--- src/rtl/irss_pkg.sv ---
// Shared types, constants and rounding helpers of the isotropic ray source sampler.
package irss_pkg;

  localparam int FRACTION_BITS_DEF = 16;
  localparam int CORDIC_STEPS      = 24;
  localparam int SQRT_STEPS        = 32;
  localparam int CORDIC_TAIL       = SQRT_STEPS - CORDIC_STEPS;

  localparam logic [7:0] SIDE_RESET = 8'd8;
  localparam logic [9:0] DIST_RESET = 10'd100;

  // register byte offsets, decoded on paddr[2]
  localparam logic REG_SQUARE_SIDE     = 1'b0;
  localparam logic REG_SOURCE_DISTANCE = 1'b1;

  localparam logic signed [33:0] CORDIC_GAIN = 34'sh04DBA76D4;

  // arctangent of 2^-i in units where 2^32 is a full turn
  localparam logic [31:0] ATAN_TBL [CORDIC_STEPS] = '{
    32'h20000000, 32'h12E4051E, 32'h09FB385B, 32'h051111D4, 32'h028B0D43, 32'h0145D7E1,
    32'h00A2F61E, 32'h00517C55, 32'h0028BE53, 32'h00145F2F, 32'h000A2F98, 32'h000517CC,
    32'h00028BE6, 32'h000145F3, 32'h0000A2FA, 32'h0000517D, 32'h000028BE, 32'h0000145F,
    32'h00000A30, 32'h00000518, 32'h0000028C, 32'h00000146, 32'h000000A3, 32'h00000051
  };

  // rotation state of one CORDIC cell
  typedef struct packed {
    logic signed [33:0] x;
    logic signed [33:0] y;
    logic signed [33:0] z;
    logic               flip;
  } cordic_t;

  // remainder and root of one square root cell
  typedef struct packed {
    logic [63:0] d;
    logic [63:0] r;
  } sqrt_t;

  // Q24 cm to 1/64 cm, round half up, saturate
  function automatic logic [17:0] to_pos(input logic signed [39:0] v);
    logic signed [39:0] t;
    t = (v + 40'sd131072) >>> 18;
    if (t > 40'sd131071)       return 18'h1FFFF;
    else if (t < -40'sd131072) return 18'h20000;
    else                       return t[17:0];
  endfunction

  // Q31 to Q15, round half up, saturate
  function automatic logic [15:0] to_dir(input logic signed [33:0] v);
    logic signed [33:0] t;
    t = (v + 34'sd32768) >>> 16;
    if (t > 34'sd32767)       return 16'h7FFF;
    else if (t < -34'sd32768) return 16'h8000;
    else                      return t[15:0];
  endfunction

endpackage

--- src/rtl/irss_sqrt_cell.sv ---
// One digit step of the polar sine square root chain, registered.
module irss_sqrt_cell import irss_pkg::*; #(
  parameter int STEP = 0
) (
  input  logic  clk,
  input  logic  en,
  input  sqrt_t s_in,
  output sqrt_t s_out_r
);

  localparam logic [63:0] BIT = 64'd1 << (62 - 2 * STEP);

  sqrt_t       s_nxt;
  logic [63:0] trial;

  // restoring square root digit
  always_comb begin
    trial = s_in.r + BIT;
    if (s_in.d >= trial) begin
      s_nxt.d = s_in.d - trial;
      s_nxt.r = (s_in.r >> 1) + BIT;
    end else begin
      s_nxt.d = s_in.d;
      s_nxt.r = s_in.r >> 1;
    end
  end

  always_ff @(posedge clk) begin
    if (en) begin
      s_out_r <= s_nxt;
    end
  end

endmodule

--- config.mk ---
export PLATFORM = sky130hd
export DESIGN_NAME = irss_sqrt_cell
export DESIGN_NICKNAME = d
export VERILOG_FILES = /design/src/rtl/irss_pkg.sv /design/src/rtl/irss_sqrt_cell.sv
export SDC_FILE = /design/constraint.sdc
export NUM_CORES = 1
export LEC_CHECK = 0
export ABC_AREA = 0
export ABC_CLOCK_PERIOD_IN_PS = 6400
export BUFFER_PORTS_ARGS = -buffer_cell sky130_fd_sc_hd__buf_2
export CAP_MARGIN = 20
export CORE_MARGIN = 10
export CORE_UTILIZATION = 42
export CTS_CLUSTER_SIZE = 10
export DETAILED_ROUTE_END_ITERATION = 7
export PLACE_DENSITY_LB_ADDON = 0.08
export RECOVER_POWER = 25
export SYNTH_ARGS = -nofsm -noshare
export SYNTH_HDL_FRONTEND = slang
export SYNTH_SLANG_ARGS = --single-unit
--- constraint.sdc ---
create_clock -name clk -period 6.4 [get_ports clk]
set_input_delay 1.28 -clock clk [delete_from_list [all_inputs] [get_ports clk]]
set_output_delay 1.28 -clock clk [all_outputs]
set_load 0.005 [all_outputs]
==> metrics.cfg <==
[status]
status=finished with violations
violations=max-capacitance violations, max-slew violations

[critical_path]
crit_type=input pin to register
start_kind=input pin
cp_max_fo=86
crit_path_cell_trace=clkdlybuf4s25_1, buf_4
cpMaxStageDelayCell=clkdlybuf4s25_1
path_delay_family=buffers and inverters
cpPeakStageDelay_ns=3.09
cp_num_buf_inv=2
arrival_ns=5.23
crit_required_ns=6.45
worstSetupEndpointType=register

[drt]
drc_errors=0
wl_um=24700
viasPerCell=5.22
post_drt_wl_per_cell_um=17.5
dr.pass1.iters=5
ant_nets=0
via_count=7365
drt_iter0_drc=467

[cts]
cts_root_buf=clkbuf_16
cts_tree=built
holdBufCountCts=0
path_clk_slew_ns=0.06
htreeDepth=4
numCtsBuffers=17
cts_resized=0
post-cts-setup-buffer-count=0
cts.sinks=128
cts_buffer_depth=2

[power]
p_per_area_nw_per_um2=267
worst_ir_drop_vdd_v=0.000184
p_total_mw=2.87
p_leak_nw=4.84

[place]
placedCellCount=1379
gp_congestion=0.868
port_buffers=257
dpl.hpwl_um=19700

[global_route]
antenna_found_initial=1
grt_pass1_vias=7241
grt_usage=0.179
grt-ovfl-total=0
grt_pass1_wl_um=38400
grt_max_degree=87

[finish]
largest_register=s_out_r
reg_top3=s_out_r x128
instances_no_fill=1411
nets=1323
fillCellCount=1941
largest_reg_flops=128
final_core_util=0.532
n_antenna_cell=0
area_delta_synth_final_pct=24.5
final_layout_size_suffix_gt1_frac=0.234

[sta]
tns_ns=0
maxSlewViolCount=87
fin_crit_sh=0.810
worst_pin_slew_ns=4.15
setup_violations=0
slew_headroom=-1.76
worst_hold_slack_ns=1.05
rsz0062_at_grt=false
hold_violations=0
min_period_ns=5.18
max_freq_mhz=193

[floorplanning]
ios=258
die_w_um=163
fp.dieH_um=163
dieArea_um2=26600
core-area_um2=20200
row_count=52
initial_core_util=0.427

[synthesis]
ys_types=58
syn_inst=885
synth-xor-area-share=0.0570
synth_simple_gate_area_share=0.132
synth_seq_area_share=0.446
synthMuxAreaShare=0.0195
yosysWarnings=0
synth_fp_nets=1080
ys_async_sr_fraction=0
syn_area_per_cell_um2=9.73
ys.flop_type=edfxtp_1
syn_area_um2=8610
synth_compound_area_frac=0.198
synth_adder_area_share=0.0953
synth-seq-cells=128
synth_top_family_by_area=compound AO/OA/AOI/OAI gates
synth_edf_count=128

[run]
drv_cap=1

[hold_path]
min-delay-path-class=input pin to register

[routing by layer]
layer,vias up,wire length (um),GRT usage
met4,2,193,0.0398
met2,231,11300,0.281
met3,18,2010,0.0591
met5,-,13,0
li1,3735,-,-
met1,3379,11200,0.235
[cell usage after synthesis (2+ instances only)]
| cell type | number | area share |
|---|---|---|
| clkbuf_1 | 25 | 0.011 |
| o21a_1 | 7 | 0.0061 |
| nor2_1 | 82 | 0.036 |
| o41ai_1 | 2 | 0.0020 |
| edfxtp_1 | 128 | 0.45 |
| and4_1 | 3 | 0.0031 |
| ha_1 | 64 | 0.093 |
| a21oi_1 | 111 | 0.065 |
| o31ai_1 | 2 | 0.0017 |
| nand2_1 | 52 | 0.023 |
| buf_2 | 11 | 0.0064 |
| o31a_1 | 5 | 0.0051 |
| mux2_2 | 10 | 0.013 |
| and3_1 | 13 | 0.0094 |
| or2_2 | 4 | 0.0029 |
| and4b_1 | 2 | 0.0023 |
| nor2b_1 | 10 | 0.0073 |
| o211ai_1 | 7 | 0.0061 |
| xnor2_1 | 36 | 0.037 |
| a211o_1 | 2 | 0.0020 |
| nor4b_1 | 2 | 0.0020 |
| or3_1 | 4 | 0.0029 |
| inv_1 | 78 | 0.034 |
| nand2b_1 | 3 | 0.0022 |
| a21o_1 | 49 | 0.043 |
| nand3_1 | 14 | 0.0081 |
| nand4_1 | 18 | 0.013 |
| mux2_1 | 4 | 0.0052 |
| a41oi_1 | 5 | 0.0051 |
| o21ai_1 | 3 | 0.0017 |
| xor2_1 | 20 | 0.020 |
| a211oi_1 | 4 | 0.0035 |
| o21ai_0 | 40 | 0.023 |
| a31oi_1 | 7 | 0.0051 |
| a21boi_0 | 5 | 0.0044 |
| o21bai_1 | 11 | 0.0096 |
| and2_1 | 10 | 0.0073 |
| nor3_1 | 11 | 0.0064 |
| o22ai_1 | 2 | 0.0015 |
[cell type report]
cell class,instances,area [um2],area share
inverter,78,293,0.0273
clock buffer,18,429,0.0400
tap,270,338,0.0315
multi-input combinational,642,4320,0.403
timing repair buffer,261,1280,0.120
sequential,128,3840,0.359
clock inverter,14,215,0.0201
[final timing paths]
path     start     endpoint  slack [ns]  depth (start not counted)
max         en  s_out_r[94]        1.22                          2
min   s_in[46]  s_out_r[45]        1.05                          1
[logic make-up after synthesis]
family,count (synthesis)
multiplexers,15
AND/OR/NAND/NOR,234
adder cells (fa/ha/maj),65
buffers and inverters,115
flip-flops,128
AO/OA/AOI/OAI,272
XOR/XNOR,56
[placed cells by master, fill, tap and decap left out, types with 4 or more instances in the layout]
| cell type | Yosys | final |
|---|---|---|
| nor2_1 | 82 | 82 |
| buf_2 | 11 | 215 |
| o211ai_1 | 7 | 7 |
| bufinv_16 | 0 | 5 |
| o21bai_1 | 11 | 11 |
| o21ai_0 | 40 | 40 |
| a21oi_1 | 111 | 111 |
| nand3_1 | 14 | 14 |
| inv_1 | 78 | 78 |
| a31oi_1 | 7 | 7 |
| a21o_1 | 49 | 49 |
| mux2_1 | 4 | 4 |
| edfxtp_1 | 128 | 128 |
| or2_2 | 4 | 4 |
| clkbuf_1 | 25 | 42 |
| ha_1 | 64 | 64 |
| mux2_2 | 10 | 10 |
| clkbuf_16 | 0 | 17 |
| and2_1 | 10 | 10 |
| xor2_1 | 20 | 20 |
| nand2_1 | 52 | 52 |
| a41oi_1 | 5 | 5 |
| or3_1 | 4 | 4 |
| nand4_1 | 18 | 18 |
| xnor2_1 | 36 | 36 |
| nor3_1 | 11 | 11 |
| clkinv_4 | 0 | 4 |
| a21boi_0 | 5 | 5 |
| a211oi_1 | 4 | 4 |
| and3_1 | 13 | 13 |
| o31a_1 | 5 | 5 |
| nor2b_1 | 10 | 10 |
| o21a_1 | 7 | 7 |
[power by group]
part | internal [mW] | total, mW | switching, mW
clock network | 0.691 | 1.07 | 0.383
logic | 0.309 | 0.722 | 0.414
registers | 1.05 | 1.07 | 0.0208
[per-stage QoR]
step	setup slack, ns	cell area [um2]
final	1.22	10700
after CTS	1.76	10800
after detailed placement	1.33	10100
after global placement	1.41	10100
after floorplan	2.26	8610
after global routing	0.696	10700
Power figures use the tool's default switching activity.
