### config.mk
export PLATFORM = sky130hd
export DESIGN_NAME = irss_cordic_cell
export DESIGN_NICKNAME = d
export VERILOG_FILES = /design/src/rtl/irss_pkg.sv /design/src/rtl/irss_cordic_cell.sv
export SDC_FILE = /design/constraint.sdc
export NUM_CORES = 1
export LEC_CHECK = 0
export CAP_MARGIN = 0
export CORE_AREA = 5 5 135 137
export CTS_BUF_LIST = sky130_fd_sc_hd__clkbuf_8
export DETAILED_ROUTE_END_ITERATION = 10
export DIE_AREA = 0 0 140 142
export DONT_BUFFER_PORTS = 1
export PLACE_DENSITY_LB_ADDON = 0.08
export SYNTH_ARGS = -nofsm -noshare
export SYNTH_HDL_FRONTEND = slang
export SYNTH_SLANG_ARGS = --single-unit
### constraint.sdc
create_clock -name clk -period 3.45 [get_ports clk]
set_clock_uncertainty 0.2 [all_clocks]
set_input_delay 0.1725 -clock clk [delete_from_list [all_inputs] [get_ports clk]]
set_output_delay 0.1725 -clock clk [all_outputs]
set_load 0.02 [all_outputs]
### src/rtl/irss_pkg.sv
// Shared types, constants and rounding helpers of the isotropic ray source sampler.
package irss_pkg;

  localparam int FRACTION_BITS_DEF = 16;
  localparam int CORDIC_STEPS      = 24;
  localparam int SQRT_STEPS        = 32;
  localparam int CORDIC_TAIL       = SQRT_STEPS - CORDIC_STEPS;

  localparam logic [7:0] SIDE_RESET = 8'd8;
  localparam logic [9:0] DIST_RESET = 10'd100;

  // register byte offsets, decoded on paddr[2]
  localparam logic REG_SQUARE_SIDE     = 1'b0;
  localparam logic REG_SOURCE_DISTANCE = 1'b1;

  localparam logic signed [33:0] CORDIC_GAIN = 34'sh04DBA76D4;

  // arctangent of 2^-i in units where 2^32 is a full turn
  localparam logic [31:0] ATAN_TBL [CORDIC_STEPS] = '{
    32'h20000000, 32'h12E4051E, 32'h09FB385B, 32'h051111D4, 32'h028B0D43, 32'h0145D7E1,
    32'h00A2F61E, 32'h00517C55, 32'h0028BE53, 32'h00145F2F, 32'h000A2F98, 32'h000517CC,
    32'h00028BE6, 32'h000145F3, 32'h0000A2FA, 32'h0000517D, 32'h000028BE, 32'h0000145F,
    32'h00000A30, 32'h00000518, 32'h0000028C, 32'h00000146, 32'h000000A3, 32'h00000051
  };

  // rotation state of one CORDIC cell
  typedef struct packed {
    logic signed [33:0] x;
    logic signed [33:0] y;
    logic signed [33:0] z;
    logic               flip;
  } cordic_t;

  // remainder and root of one square root cell
  typedef struct packed {
    logic [63:0] d;
    logic [63:0] r;
  } sqrt_t;

  // Q24 cm to 1/64 cm, round half up, saturate
  function automatic logic [17:0] to_pos(input logic signed [39:0] v);
    logic signed [39:0] t;
    t = (v + 40'sd131072) >>> 18;
    if (t > 40'sd131071)       return 18'h1FFFF;
    else if (t < -40'sd131072) return 18'h20000;
    else                       return t[17:0];
  endfunction

  // Q31 to Q15, round half up, saturate
  function automatic logic [15:0] to_dir(input logic signed [33:0] v);
    logic signed [33:0] t;
    t = (v + 34'sd32768) >>> 16;
    if (t > 34'sd32767)       return 16'h7FFF;
    else if (t < -34'sd32768) return 16'h8000;
    else                      return t[15:0];
  endfunction

endpackage

### src/rtl/irss_cordic_cell.sv
// One rotation step of the azimuth CORDIC chain, registered.
module irss_cordic_cell import irss_pkg::*; #(
  parameter int STEP = 0
) (
  input  logic    clk,
  input  logic    en,
  input  cordic_t c_in,
  output cordic_t c_out_r
);

  cordic_t c_nxt;

  // rotate towards zero residual angle
  always_comb begin
    c_nxt = c_in;
    if (c_in.z >= 34'sd0) begin
      c_nxt.x = c_in.x - (c_in.y >>> STEP);
      c_nxt.y = c_in.y + (c_in.x >>> STEP);
      c_nxt.z = c_in.z - $signed({2'b00, ATAN_TBL[STEP]});
    end else begin
      c_nxt.x = c_in.x + (c_in.y >>> STEP);
      c_nxt.y = c_in.y - (c_in.x >>> STEP);
      c_nxt.z = c_in.z + $signed({2'b00, ATAN_TBL[STEP]});
    end
  end

  always_ff @(posedge clk) begin
    if (en) begin
      c_out_r <= c_nxt;
    end
  end

endmodule

==> parameters.txt, run 1 <==
Parameter                              Value

Cells and area
  Share of post-route cells with drive strength above 1    6.71%
  Ant. Diodes    0
  Post-layout instance count excluding filler cells    1283
  Final net count    1266
  Fin area    10000 um2
  Flip-flop count of the largest register after layout    102
  Leading registers by flop count    c_out_r x102
  Synthesis-to-finish area growth    10.1%
  Largest reg by FF count    c_out_r

Clocking
  Post-CTS repair timing setup buffer count    0
  Cell at the root of the clock tree    sky130_fd_sc_hd__clkbuf_8
  Number of sinks handled by clock tree synthesis    102
  # H-tree levels    3
  Clock tree from TritonCTS    built
  Clk pin slew, worst setup/hold paths    0.13 ns
  # resized after CTS    0
  Cts bufs inserted    9
  Clock Tree Buf Depth    2
  Cts hold-fix bufs    42

Route
  Post-detailed-route DRC marker count    0
  Routed via count divided by cell count    6.04
  Drt first-iter violations    697
  Antenna violation net count after detailed routing    0
  Total routed wirelength    27.6 mm
  Vias    7751
  Average wire per standard cell    21.5 um
  Iteration count of the initial detailed-routing pass    6

Synthesis
  Synthesis Warnings    0
  Post-Syn Instances    1020
  Dominant synthesized flop cell    sky130_fd_sc_hd__edfxtp_1
  Share of synthesized cell area in and, or, nand and nor gates    13.9%
  Average cell area after synthesis    8.94 um2
  Nets in the synthesized netlist    1233
  Synth Cell Area    9120 um2
  Number of enable flip-flop cells after synthesis    102
  Share of synthesized area occupied by flip-flops and latches    33.6%
  Multiplexer share of the synthesized area    0.658%
  Share of the synthesized area in compound gates (AO/OA/AOI/OAI)    23.8%
  Dominant combinational cell family by area after synthesis    compound AO/OA/AOI/OAI gates
  Share of synthesized registers carrying an async set or reset    0%
  XOR/XNOR Fraction of Synth Area    6.53%
  Synth Area in Adders    15.1%
  Number of distinct library cell variants in the gate-level netlist after synthesis    74
  Flip-flop and latch count after synthesis    102

STA
  Max Transition Viols Final    0
  RSZ-0062 raised after global routing    false
  Final hold violation count    0
  Setup TNS    0 ns
  Min Clock Period, post-route    3.17 ns
  Relative slew margins    43.0%
  Peak Freq    316 MHz
  Final number of setup-violating endpoints    0
  Period utilisation layout    91.8%
  Worst Tran Pin Value    0.855 ns

Worst setup path
  Critical setup path kind    input port to flip-flop
  Worst path arrival time    3.15 ns
  Ordered cell list for the critical path    dlygate4sd3_1 -> ha_1 -> fa_1 -> nand2b_1 -> a21oi_1 -> a21oi_1 -> a21oi_1 -> o41ai_1 -> o31a_1 -> o211ai_1 -> o211ai_1 -> xnor2_1
  Kind of cell adding the most delay to the critical path    compound AO/OA/AOI/OAI gates
  Type of element capturing the critical path    flip-flop
  Total buffers and inverters traversed by the critical path    1
  Cell with the largest stage delay on the worst path    sky130_fd_sc_hd__dlygate4sd3_1
  Largest fanout of any net on the critical path    3
  Worst Setup Start Kind    input port
  Most prevalent standard cell on the critical path    sky130_fd_sc_hd__a21oi_1
  Longest individual stage delay on the worst path    0.55 ns
  Required time at the endpoint of the critical path    3.43 ns

Die
  Floorplan die width    140 um
  Total core area    16900 um2
  Number of primary I/O pins    208
  Initial core utilization    53.9%
  Die Y    142 um
  Die area    19900 um2
  Number of placement rows    48

Placed design
  RD Place Congestion    0.936
  Half-perimeter wire length after detailed placement    21.2 mm
  Total of buffers placed on input and output ports    0
  Post-Place Cell Area    9390 um2
  Total instance count after detailed placement    1225

Hold path
  Hold Crit Start    en
  Hold-critical path depth    1
  Type of the most critical hold path    input port to flip-flop
  Hold endpoint    c_out_r[57]$_DFFE_PP_

Power
  Leakage component of the power    4.10 nW
  Pwr dens    395 nW/um2
  Worst-case vdd ir drop    198 uV

GRT
  Overall routing resource usage    27.1%
  Number of global-route vias before repair    7565
  Wire length of the first global-routing pass    42.6 mm
  Number of antenna violations at the first check in global routing    0
  Sum of overflow across all layers after global routing    0
  Pin count of the biggest net entering global routing    103

Job
  Number of max-cap violations    0

Run status
  Outcome    complete, no violations
placed cells by master, fill, tap and decap left out, types with 11 or more instances in the layout:
cell                            instances
sky130_fd_sc_hd__inv_1                 97
sky130_fd_sc_hd__xnor2_1               57
sky130_fd_sc_hd__ha_1                 104
sky130_fd_sc_hd__a211oi_1              17
sky130_fd_sc_hd__nand4_1               11
sky130_fd_sc_hd__a21o_1                21
sky130_fd_sc_hd__nor2_1                76
sky130_fd_sc_hd__nor4_1                12
sky130_fd_sc_hd__o21a_1                12
sky130_fd_sc_hd__o21bai_1              19
sky130_fd_sc_hd__edfxtp_1             102
sky130_fd_sc_hd__xor2_1                11
sky130_fd_sc_hd__nand2b_1              15
sky130_fd_sc_hd__a21oi_1              127
sky130_fd_sc_hd__buf_4                 20
sky130_fd_sc_hd__nor3_1                24
sky130_fd_sc_hd__nor2b_1               15
sky130_fd_sc_hd__dlygate4sd3_1         41
sky130_fd_sc_hd__nand3_1               13
sky130_fd_sc_hd__o21ai_0               56
sky130_fd_sc_hd__o211ai_1              11
sky130_fd_sc_hd__nand2_1               53
report_power, final:
part,total (W),switching (W),internal (W)
clock,0.000814,0.000521,0.000293
combinational,0.00124,0.000755,0.000488
sequential,0.00191,0.000301,0.00161
total,0.00397,0.00158,0.00239
how the worst max path moves through the flow:
stage	to	start	cells after the start	slack, ns
floorplan	c_out_r[100]$_DFFE_PP_	c_in[36]	11	0.74
global placement	c_out_r[61]$_DFFE_PP_	c_in[49]	11	0.17
detailed placement	c_out_r[61]$_DFFE_PP_	c_in[49]	11	0.11
CTS	c_out_r[102]$_DFFE_PP_	c_in[33]	12	0.33
global route	c_out_r[102]$_DFFE_PP_	c_in[33]	12	0.07
finish	c_out_r[61]$_DFFE_PP_	c_in[69]	12	0.28
per-layer routing:
| metal | part of all wire [%] | wire length [um] | vias up | global-route usage (%) |
|---|---|---|---|---|
| li1 | - | - | 3734 | - |
| met1 | 42 | 11600 | 3605 | 35.8 |
| met2 | 47 | 13000 | 363 | 44.2 |
| met3 | 8.4 | 2320 | 49 | 6.72 |
| met4 | 2.5 | 685 | 0 | 8.82 |
| met5 | 0 | 0 | - | 0 |
cells in the mapped netlist (12+ instances only):
| cell type | number | share of area [%] |
|---|---|---|
| sky130_fd_sc_hd__a211oi_1 | 17 | 1.4 |
| sky130_fd_sc_hd__nor3_1 | 24 | 1.3 |
| sky130_fd_sc_hd__nor2_1 | 77 | 3.2 |
| sky130_fd_sc_hd__nand3_1 | 13 | 0.71 |
| sky130_fd_sc_hd__a21o_1 | 21 | 1.7 |
| sky130_fd_sc_hd__nand2b_1 | 15 | 1.0 |
| sky130_fd_sc_hd__a21oi_1 | 127 | 7.0 |
| sky130_fd_sc_hd__nor2b_1 | 15 | 1.0 |
| sky130_fd_sc_hd__xnor2_1 | 57 | 5.5 |
| sky130_fd_sc_hd__nand2_1 | 53 | 2.2 |
| sky130_fd_sc_hd__ha_1 | 104 | 14 |
| sky130_fd_sc_hd__o21bai_1 | 19 | 1.6 |
| sky130_fd_sc_hd__clkbuf_1 | 23 | 0.95 |
| sky130_fd_sc_hd__inv_1 | 97 | 4.0 |
| sky130_fd_sc_hd__o21ai_0 | 56 | 3.1 |
| sky130_fd_sc_hd__edfxtp_1 | 102 | 34 |
| sky130_fd_sc_hd__nor4_1 | 12 | 0.82 |
| sky130_fd_sc_hd__o21a_1 | 12 | 0.99 |
metrics by stage:
| step | total power, W | setup WS, ns | hold slack (ns) | util, % |
|---|---|---|---|---|
| detailed placement | 0.00309 | 0.111 | 0.0714 | 55.4 |
| CTS | 0.00398 | 0.328 | 0.00388 | 59.3 |
| floorplan | 0.00276 | 0.744 | 0.0714 | - |
| global placement | 0.00310 | 0.173 | 0.0714 | 55.4 |
| global route | 0.00418 | 0.0701 | 0.0294 | 59.3 |
| finish | 0.00397 | 0.281 | 0.0145 | 59.3 |
kinds of logic after synthesis:
| family | after synthesis |
|---|---|
| mux | 6 |
| xor+xnor | 68 |
| simple gates | 257 |
| flops | 102 |
| fa+ha+maj | 108 |
| buf+inv | 145 |
| compound gates | 334 |
final cells by class:
cell class / instances / area [um2]
clock inverter: 7 / 88.8
timing repair buffer: 63 / 608
fill: 1569 / 6900
inverter: 104 / 390
tap: 225 / 282
multi-input combinational: 773 / 5490
sequential: 102 / 3060
clock buffer: 9 / 124
Power figures use the tool's default switching activity.
==> run 2, diff against run 1 <==
==> constraint.sdc (replaced) <==
create_clock -name clk -period 2.9 [get_ports clk]
set_clock_uncertainty 0.2 [all_clocks]
set_input_delay 0.145 -clock clk [delete_from_list [all_inputs] [get_ports clk]]
set_output_delay 0.145 -clock clk [all_outputs]
set_load 0.02 [all_outputs]
==> run 2 against run 1 <==
The run now ends with negative hold slack left. Via count grew 5.9%. Die area did not move. Routed wire length grew 2.9%. Design area up 8.0%. Critical endpoint is now c_out_r[34]$_DFFE_PP_. Flip-flop and latch count unchanged. Clock power up 16%.
==> parameters.txt, run 2 (synthesis gave the netlist of run 1 again) <==
Parameter                              Value

Clocking
  # H-tree levels    3 (unchanged)
  Clk pin slew, worst setup/hold paths    0.13 ns (about the same)
  Clock tree from TritonCTS    built
  Cts hold-fix bufs    44 (+4.8%)
  Clock Tree Buf Depth    2 (unchanged)
  Cell at the root of the clock tree    sky130_fd_sc_hd__clkbuf_8
  Cts bufs inserted    9 (unchanged)
  Number of sinks handled by clock tree synthesis    102 (unchanged)

Route
  Routed via count divided by cell count    5.92 (-2.0%)
  Vias    8207 (+5.9%)
  Antenna violation net count after detailed routing    0 (unchanged)
  Average wire per standard cell    20.5 um (-4.8%)
  Total routed wirelength    28.4 mm (+2.9%)
  Iteration count of the initial detailed-routing pass    7 (+1)
  Post-detailed-route DRC marker count    0 (unchanged)
  Drt first-iter violations    626 (-10%)

Die
  Die area    19900 um2 (unchanged)
  Floorplan die width    140 um (unchanged)
  Number of primary I/O pins    208 (unchanged)
  Die Y    142 um (unchanged)
  Initial core utilization    53.9% (unchanged)
  Number of placement rows    48 (unchanged)
  Total core area    16900 um2 (unchanged)

STA
  Min Clock Period, post-route    2.77 ns
  Final critical-path setup slack    0.133 ns (-0.148 ns)
  Hold_ws    -0.355 ns (-0.369 ns)
  Peak Freq    361 MHz
  Worst Tran Pin Value    0.540 ns (-0.315 ns)
  Setup TNS    0 ns (unchanged)
  Final hold violation count    102 (+102)
  Relative slew margins    63.6% (+21 points)
  Final number of setup-violating endpoints    0 (unchanged)
  Period utilisation layout    95.4%
  Max Transition Viols Final    0 (unchanged)

Cells and area
  Count of fill cells added during filler insertion    1498 (-4.5%)
  Most common cell after layout, fill and taps aside    sky130_fd_sc_hd__a21oi_1
  Final net count    1368 (+8.1%)
  Synthesis-to-finish area growth    18.9%
  Leading registers by flop count    c_out_r x102
  Post-layout instance count excluding filler cells    1386 (+8.0%)
  Largest reg by FF count    c_out_r
  Share of post-route cells with drive strength above 1    15.3% (+8.6 points)
  Flip-flop count of the largest register after layout    102 (unchanged)
  Top library cells by usage in the layout, fill and taps aside    124 x sky130_fd_sc_hd__a21oi_1, 119 x sky130_fd_sc_hd__buf_4, 104 x sky130_fd_sc_hd__ha_1

Placed design
  Half-perimeter wire length after detailed placement    22.5 mm (+6.1%)
  Pre-CTS setup slack    -0.176 ns (-0.287 ns)
  RD Place Congestion    1.01 (+7.9%)
  Total instance count after detailed placement    1322 (+7.9%)
  Total of buffers placed on input and output ports    0 (unchanged)

Power
  Worst-case vdd ir drop    239 uV (+21%)
  Overall power after layout    0.00487 W (+23%)
  Pwr dens    449 nW/um2 (+14%)
  Leakage component of the power    4.60 nW (+12%)

Worst setup path
  Ordered cell list for the critical path    dlygate4sd3_1 -> nor4b_1 -> nand4_1 -> nor3_2 -> nor2_4 -> clkinv_1 -> buf_4 -> fa_1 -> a21oi_1 -> nor2_1 -> nor2_1 -> xor2_1
  Worst path arrival time    2.71 ns (-0.44 ns)
  Most prevalent standard cell on the critical path    sky130_fd_sc_hd__nor2_1
  Cell with the largest stage delay on the worst path    sky130_fd_sc_hd__dlygate4sd3_1
  Total buffers and inverters traversed by the critical path    3 (+2)
  Largest fanout of any net on the critical path    13 (+10)
  Required time at the endpoint of the critical path    2.85 ns (-0.58 ns)
  Worst Setup Start Kind    input port
  Type of element capturing the critical path    flip-flop
  Longest individual stage delay on the worst path    0.63 ns (+0.08 ns)
  Kind of cell adding the most delay to the critical path    buffers and inverters
  Critical setup path kind    input port to flip-flop

Run status
  Violations in the final reports    negative hold slack
  Outcome    finished, violations left

GRT
  Wire length of the first global-routing pass    43.7 mm (+2.8%)
  Overall routing resource usage    27.6% (+0.51 points)
  Number of antenna violations at the first check in global routing    0 (unchanged)
  Sum of overflow across all layers after global routing    0 (unchanged)
  Number of global-route vias before repair    8037 (+6.2%)
  Pin count of the biggest net entering global routing    103 (unchanged)

Hold path
  Type of the most critical hold path    input port to flip-flop

Job
  Number of max-cap violations    0 (unchanged)
[run 2: cell count changes in the layout (fill, tap and decap cells not counted), sizes merged]
| cell | change |
|---|---|
| buf | +99 |
| dlygate4sd3 | +3 |
| clkinv | +1 |
| diode | +1 |
| inv | -1 |
[run 2: metal layers]
metal / up-vias / part of all wire [%] / GRT usage (%)
li1: 3946 / - / -
met1: 3820 / 42 / 35.1
met2: 390 / 47 / 46.7
met3: 51 / 8.5 / 7.16
met4: 0 / 2.4 / 8.41
met5: - / 0 / 0
[run 2: metrics by stage]
stage	instance area [um2]	util, %
floorplan	9120	-
global placement	10100	59.8
detailed placement	10100	59.8
CTS	10800	63.7
global route	10800	64.0
finish	10800	64.0
[run 2: repair_timing]
action	4_1_cts	5_1_grt
buffers inserted	0	3
gates resized for setup	0	10
setup endpoints to repair	0	8
endpoints found under the hold margin	145	102
[run 2: final cells by class]
cell class	instances	area, um2	share of cell area [%]
Tap cell	225	282	2.60
Sequential cell	102	3060	28.2
Multi-Input combinational cell	773	5520	50.9
Timing Repair Buffer	165	1370	12.7
Clock buffer	9	124	1.14
Inverter	104	390	3.60
Antenna cell	1	2.50	0.0231
Clock inverter	7	91.3	0.842
[run 2: final timing paths]
path     start                     to  depth (start not counted)
min         en  c_out_r[57]$_DFFE_PP_                          0
max   c_in[30]  c_out_r[34]$_DFFE_PP_                         12
[run 2: report_power, final]
group | leakage (nW) | total, W | switching, W | internal [W]
registers | 0.998 | 0.00227 | 0.000357 | 0.00192
logic | 3.49 | 0.00166 | 0.000919 | 0.000739
clock network | 0.105 | 0.000944 | 0.000597 | 0.000347
==> run 3, diff against run 2 <==
--- a/config.mk
+++ b/config.mk
@@ -5,11 +5,12 @@
 export SDC_FILE = /design/constraint.sdc
 export NUM_CORES = 1
 export LEC_CHECK = 0
-export CAP_MARGIN = 0
-export CORE_AREA = 5 5 135 137
+export ABC_AREA = 1
+export CAP_MARGIN = 30
+export CORE_AREA = 5 5 147 149
 export CTS_BUF_LIST = sky130_fd_sc_hd__clkbuf_8
 export DETAILED_ROUTE_END_ITERATION = 10
-export DIE_AREA = 0 0 140 142
+export DIE_AREA = 0 0 152 154
 export DONT_BUFFER_PORTS = 1
 export PLACE_DENSITY_LB_ADDON = 0.08
 export SYNTH_ARGS = -nofsm -noshare
==> run 3 against run 2 <==
The flow still finishes with violations (negative hold slack). Synthesized cell count rose by 57%. Clock power rose by 1%. Via count rose by 30%. Sequential share of layout area fell by 1.6 points. Non-clock buffer count fell by 114. Largest cell class unchanged.
==> parameters.txt, run 3 <==
Parameter                              Value

Run status
  Outcome    finished, violations left
  Violations in the final reports    negative hold slack

STA
  Period utilisation layout    92.0% (-3.4 points)
  Min Clock Period, post-route    2.67 ns (-0.0982 ns)
  Setup TNS    0 ns (unchanged)
  Final critical-path setup slack    0.231 ns (+0.0982 ns)
  Peak Freq    375 MHz (+3.7%)
  Hold_ws    -0.366 ns (-0.0107 ns)
  RSZ-0062 raised after global routing    false
  Final number of setup-violating endpoints    0 (unchanged)
  Relative slew margins    62.3% (-1.2 points)
  Max Transition Viols Final    0 (unchanged)
  Worst Tran Pin Value    0.565 ns (+0.0253 ns)
  Final hold violation count    102 (unchanged)

Placed design
  Pre-CTS setup slack    0.332 ns (+0.508 ns)
  RD Place Congestion    1.00 (-0.69%)
  Half-perimeter wire length after detailed placement    29.2 mm (+30%)
  Total of buffers placed on input and output ports    0 (unchanged)

Cells and area
  Final net count    1830 (+34%)
  Leading registers by flop count    c_out_r x102
  Area used by sequential logic in the layout    3060 um2 (unchanged)
  Synthesis-to-finish area growth    6.53%
  Count of fill cells added during filler insertion    2039 (+36%)
  Area of the multi-input gates    6490 um2 (+18%)
  Most common cell after layout, fill and taps aside    sky130_fd_sc_hd__nand2_1
  Flip-flop count of the largest register after layout    102 (unchanged)
  Largest reg by FF count    c_out_r
  Share of post-route cells with drive strength above 1    5.43% (-9.9 points)
  Top library cells by usage in the layout, fill and taps aside    450 x sky130_fd_sc_hd__nand2_1, 231 x sky130_fd_sc_hd__inv_1, 152 x sky130_fd_sc_hd__nand3_1
  Ant. Diodes    0 (-1)

Synthesis
  Number of distinct library cell variants in the gate-level netlist after synthesis    36 (-51%)
  Synth Cell Area    10800 um2 (+18%)
  Number of enable flip-flop cells after synthesis    102 (unchanged)
  Synth top area cells    sky130_fd_sc_hd__edfxtp_1 28%, sky130_fd_sc_hd__nand2_1 16%, sky130_fd_sc_hd__ha_1 12%
  Dominant synthesized flop cell    sky130_fd_sc_hd__edfxtp_1
  Most frequent cell after synthesis    sky130_fd_sc_hd__nand2_1
  Portion of synthesized cell area occupied by the leading cell type    28.4% (-5.2 points)
  Post-Syn Instances    1599 (+57%)
  Nets in the synthesized netlist    1812 (+47%)
  Post-synth top area cell    sky130_fd_sc_hd__edfxtp_1
  Average cell area after synthesis    6.75 um2 (-24%)
  Share of synthesized registers carrying an async set or reset    0% (unchanged)
  Synthesis Warnings    0 (unchanged)
  Share of synthesized area occupied by flip-flops and latches    28.4% (-5.2 points)
  Flip-flop and latch count after synthesis    102 (unchanged)
  Synth top cells by count    450 x sky130_fd_sc_hd__nand2_1, 231 x sky130_fd_sc_hd__inv_1, 152 x sky130_fd_sc_hd__nand3_1

GRT
  Wire length of the first global-routing pass    54.9 mm (+25%)
  Pin count of the biggest net entering global routing    103 (unchanged)
  Number of global-route vias before repair    9979 (+24%)
  Number of antenna violations at the first check in global routing    0 (unchanged)
  Overall routing resource usage    29.5% (+1.9 points)
  Sum of overflow across all layers after global routing    0 (unchanged)

Power
  Net switching power figure    0.00212 W (+13%)
  Gate power share    35.6% (+1.6 points)
  Switching fraction of total power    43.5% (+5.1 points)
  Clock group share of total power    19.5% (about the same)
  Pwr dens    424 nW/um2 (-5.6%)
  Internal Pwr Total    0.00276 W (-8.1%)
  Leakage component of the power    5.62 nW (+22%)
  Portion of total power attributed to sequential cells    44.9% (-1.7 points)
  Worst-case vdd ir drop    322 uV (+35%)

Clocking
  # resized after CTS    0 (unchanged)
  Clock Tree Buf Depth    2 (unchanged)
  Cts hold-fix bufs    42 (-4.5%)
  Cts bufs inserted    9 (unchanged)
  Cell at the root of the clock tree    sky130_fd_sc_hd__clkbuf_8
  Clock tree from TritonCTS    built
  Post-CTS repair timing setup buffer count    0 (unchanged)
  Number of sinks handled by clock tree synthesis    102 (unchanged)
  # H-tree levels    3 (unchanged)
  Clk pin slew, worst setup/hold paths    0.13 ns (about the same)

Worst setup path
  Type of element capturing the critical path    flip-flop
  Largest fanout of any net on the critical path    5 (-8)
  Critical setup path kind    input port to flip-flop
  Worst path arrival time    2.62 ns (-0.09 ns)
  Worst Setup Start Kind    input port
  Required time at the endpoint of the critical path    2.85 ns (about the same)

Die
  Die Y    154 um (+8.5%)
  Initial core utilization    53.9% (about the same)
  Floorplan die width    152 um (+8.6%)
  Total core area    20000 um2 (+18%)
  Number of primary I/O pins    208 (unchanged)
  Number of placement rows    52 (+8.3%)
  Die area    23400 um2 (+18%)

Route
  Total routed wirelength    35.9 mm (+26%)
  Routed via count divided by cell count    5.62 (-5.1%)
  Iteration count of the initial detailed-routing pass    6 (-1)
  Sum of met2 wire segment lengths after detailed routing    15.3 mm (+13%)
  Routed metal-1 wirelength    16.0 mm (+35%)
  Drt first-iter violations    1030 (+65%)
  Met3 routed WL    3.66 mm (+51%)
  Average wire per standard cell    19.0 um (-7.4%)
  Post-detailed-route DRC marker count    0 (unchanged)
  Antenna violation net count after detailed routing    0 (unchanged)
  Uppermost signal routing layer after detailed routing    met4
  Vias    10600 (+30%)

Hold path
  Type of the most critical hold path    input port to flip-flop
  Hold-critical path depth    0 (unchanged)

Job
  Number of max-cap violations    0 (unchanged)
-- run 3: cell types whose count changed in the layout (fill, tap and decap cells not counted), sizes merged, moves of 21 or more --
cell	change
buf	-112
nand2	+414
nor2	+67
nand3	+141
xnor2	-56
o21ai	+44
inv	+146
xor2	+21
-- run 3: kinds of logic after synthesis --
group / after synthesis / synth area share [%]
AO/OA/AOI/OAI: 254 / 12.6
XOR/XNOR: 33 / 2.68
adder cells (fa/ha/maj): 108 / 12.8
buffers and inverters: 290 / 11.6
flip-flops: 102 / 28.4
AND/OR/NAND/NOR: 812 / 31.9
-- run 3: worst paths after layout --
kind	startpoint	endpoint	slack [ns]
worst max-delay path	c_in[10]	c_out_r[34]$_DFFE_PP_	0.23
worst min-delay path	en	c_out_r[75]$_DFFE_PP_	-0.37
-- run 3: worst max-delay path: stages --
cell,delay (ns)
sky130_fd_sc_hd__dlygate4sd3_1,0.56
sky130_fd_sc_hd__nor3_1,0.18
sky130_fd_sc_hd__nand2_1,0.08
sky130_fd_sc_hd__nor2_1,0.24
sky130_fd_sc_hd__nor2_4,0.07
sky130_fd_sc_hd__inv_2,0.12
sky130_fd_sc_hd__ha_1,0.29
sky130_fd_sc_hd__nand2_1,0.08
sky130_fd_sc_hd__nand2_1,0.05
sky130_fd_sc_hd__a21oi_1,0.17
sky130_fd_sc_hd__xnor2_1,0.10
sky130_fd_sc_hd__dlygate4sd3_1,0.55
-- run 3: through the flow --
step | area, um2 | utilization, % | instances | hold slack, ns | power, W
global route | 11500 | 57.4 | 1892 | -0.383 | 0.00515
global placement | 10900 | 54.4 | 1834 | 0.0439 | 0.00386
CTS | 11500 | 57.4 | 1892 | -0.373 | 0.00484
detailed placement | 10900 | 54.4 | 1834 | 0.0439 | 0.00386
floorplan | 10800 | - | 1599 | 0.0439 | 0.00341
finish | 11500 | 57.4 | 1892 | -0.366 | 0.00488
-- run 3: layout make-up --
type,instances,share of cell area [%]
multi-input combinational,1207,56.4
sequential,102,26.6
inverter,246,8.03
timing repair buffer,51,4.35
tap,270,2.94
clock buffer,9,1.08
clock inverter,7,0.576
-- run 3: metal layers --
layer	global-route usage [%]	vias up
li1	-	5208
met1	41.1	4820
met2	45.6	539
met3	7.42	65
met4	8.90	0
met5	0	-
-- run 3: power groups by stage --
stage / Sequential [W] / Combinational [W] / Clock, W
2_1_floorplan: 0.00218 / 0.00123 / 0
3_3_place_gp: 0.00223 / 0.00163 / 0
3_5_place_dp: 0.00223 / 0.00163 / 0
4_1_cts: 0.00220 / 0.00169 / 0.000954
5_1_grt: 0.00221 / 0.00192 / 0.00102
6_report: 0.00219 / 0.00174 / 0.000953
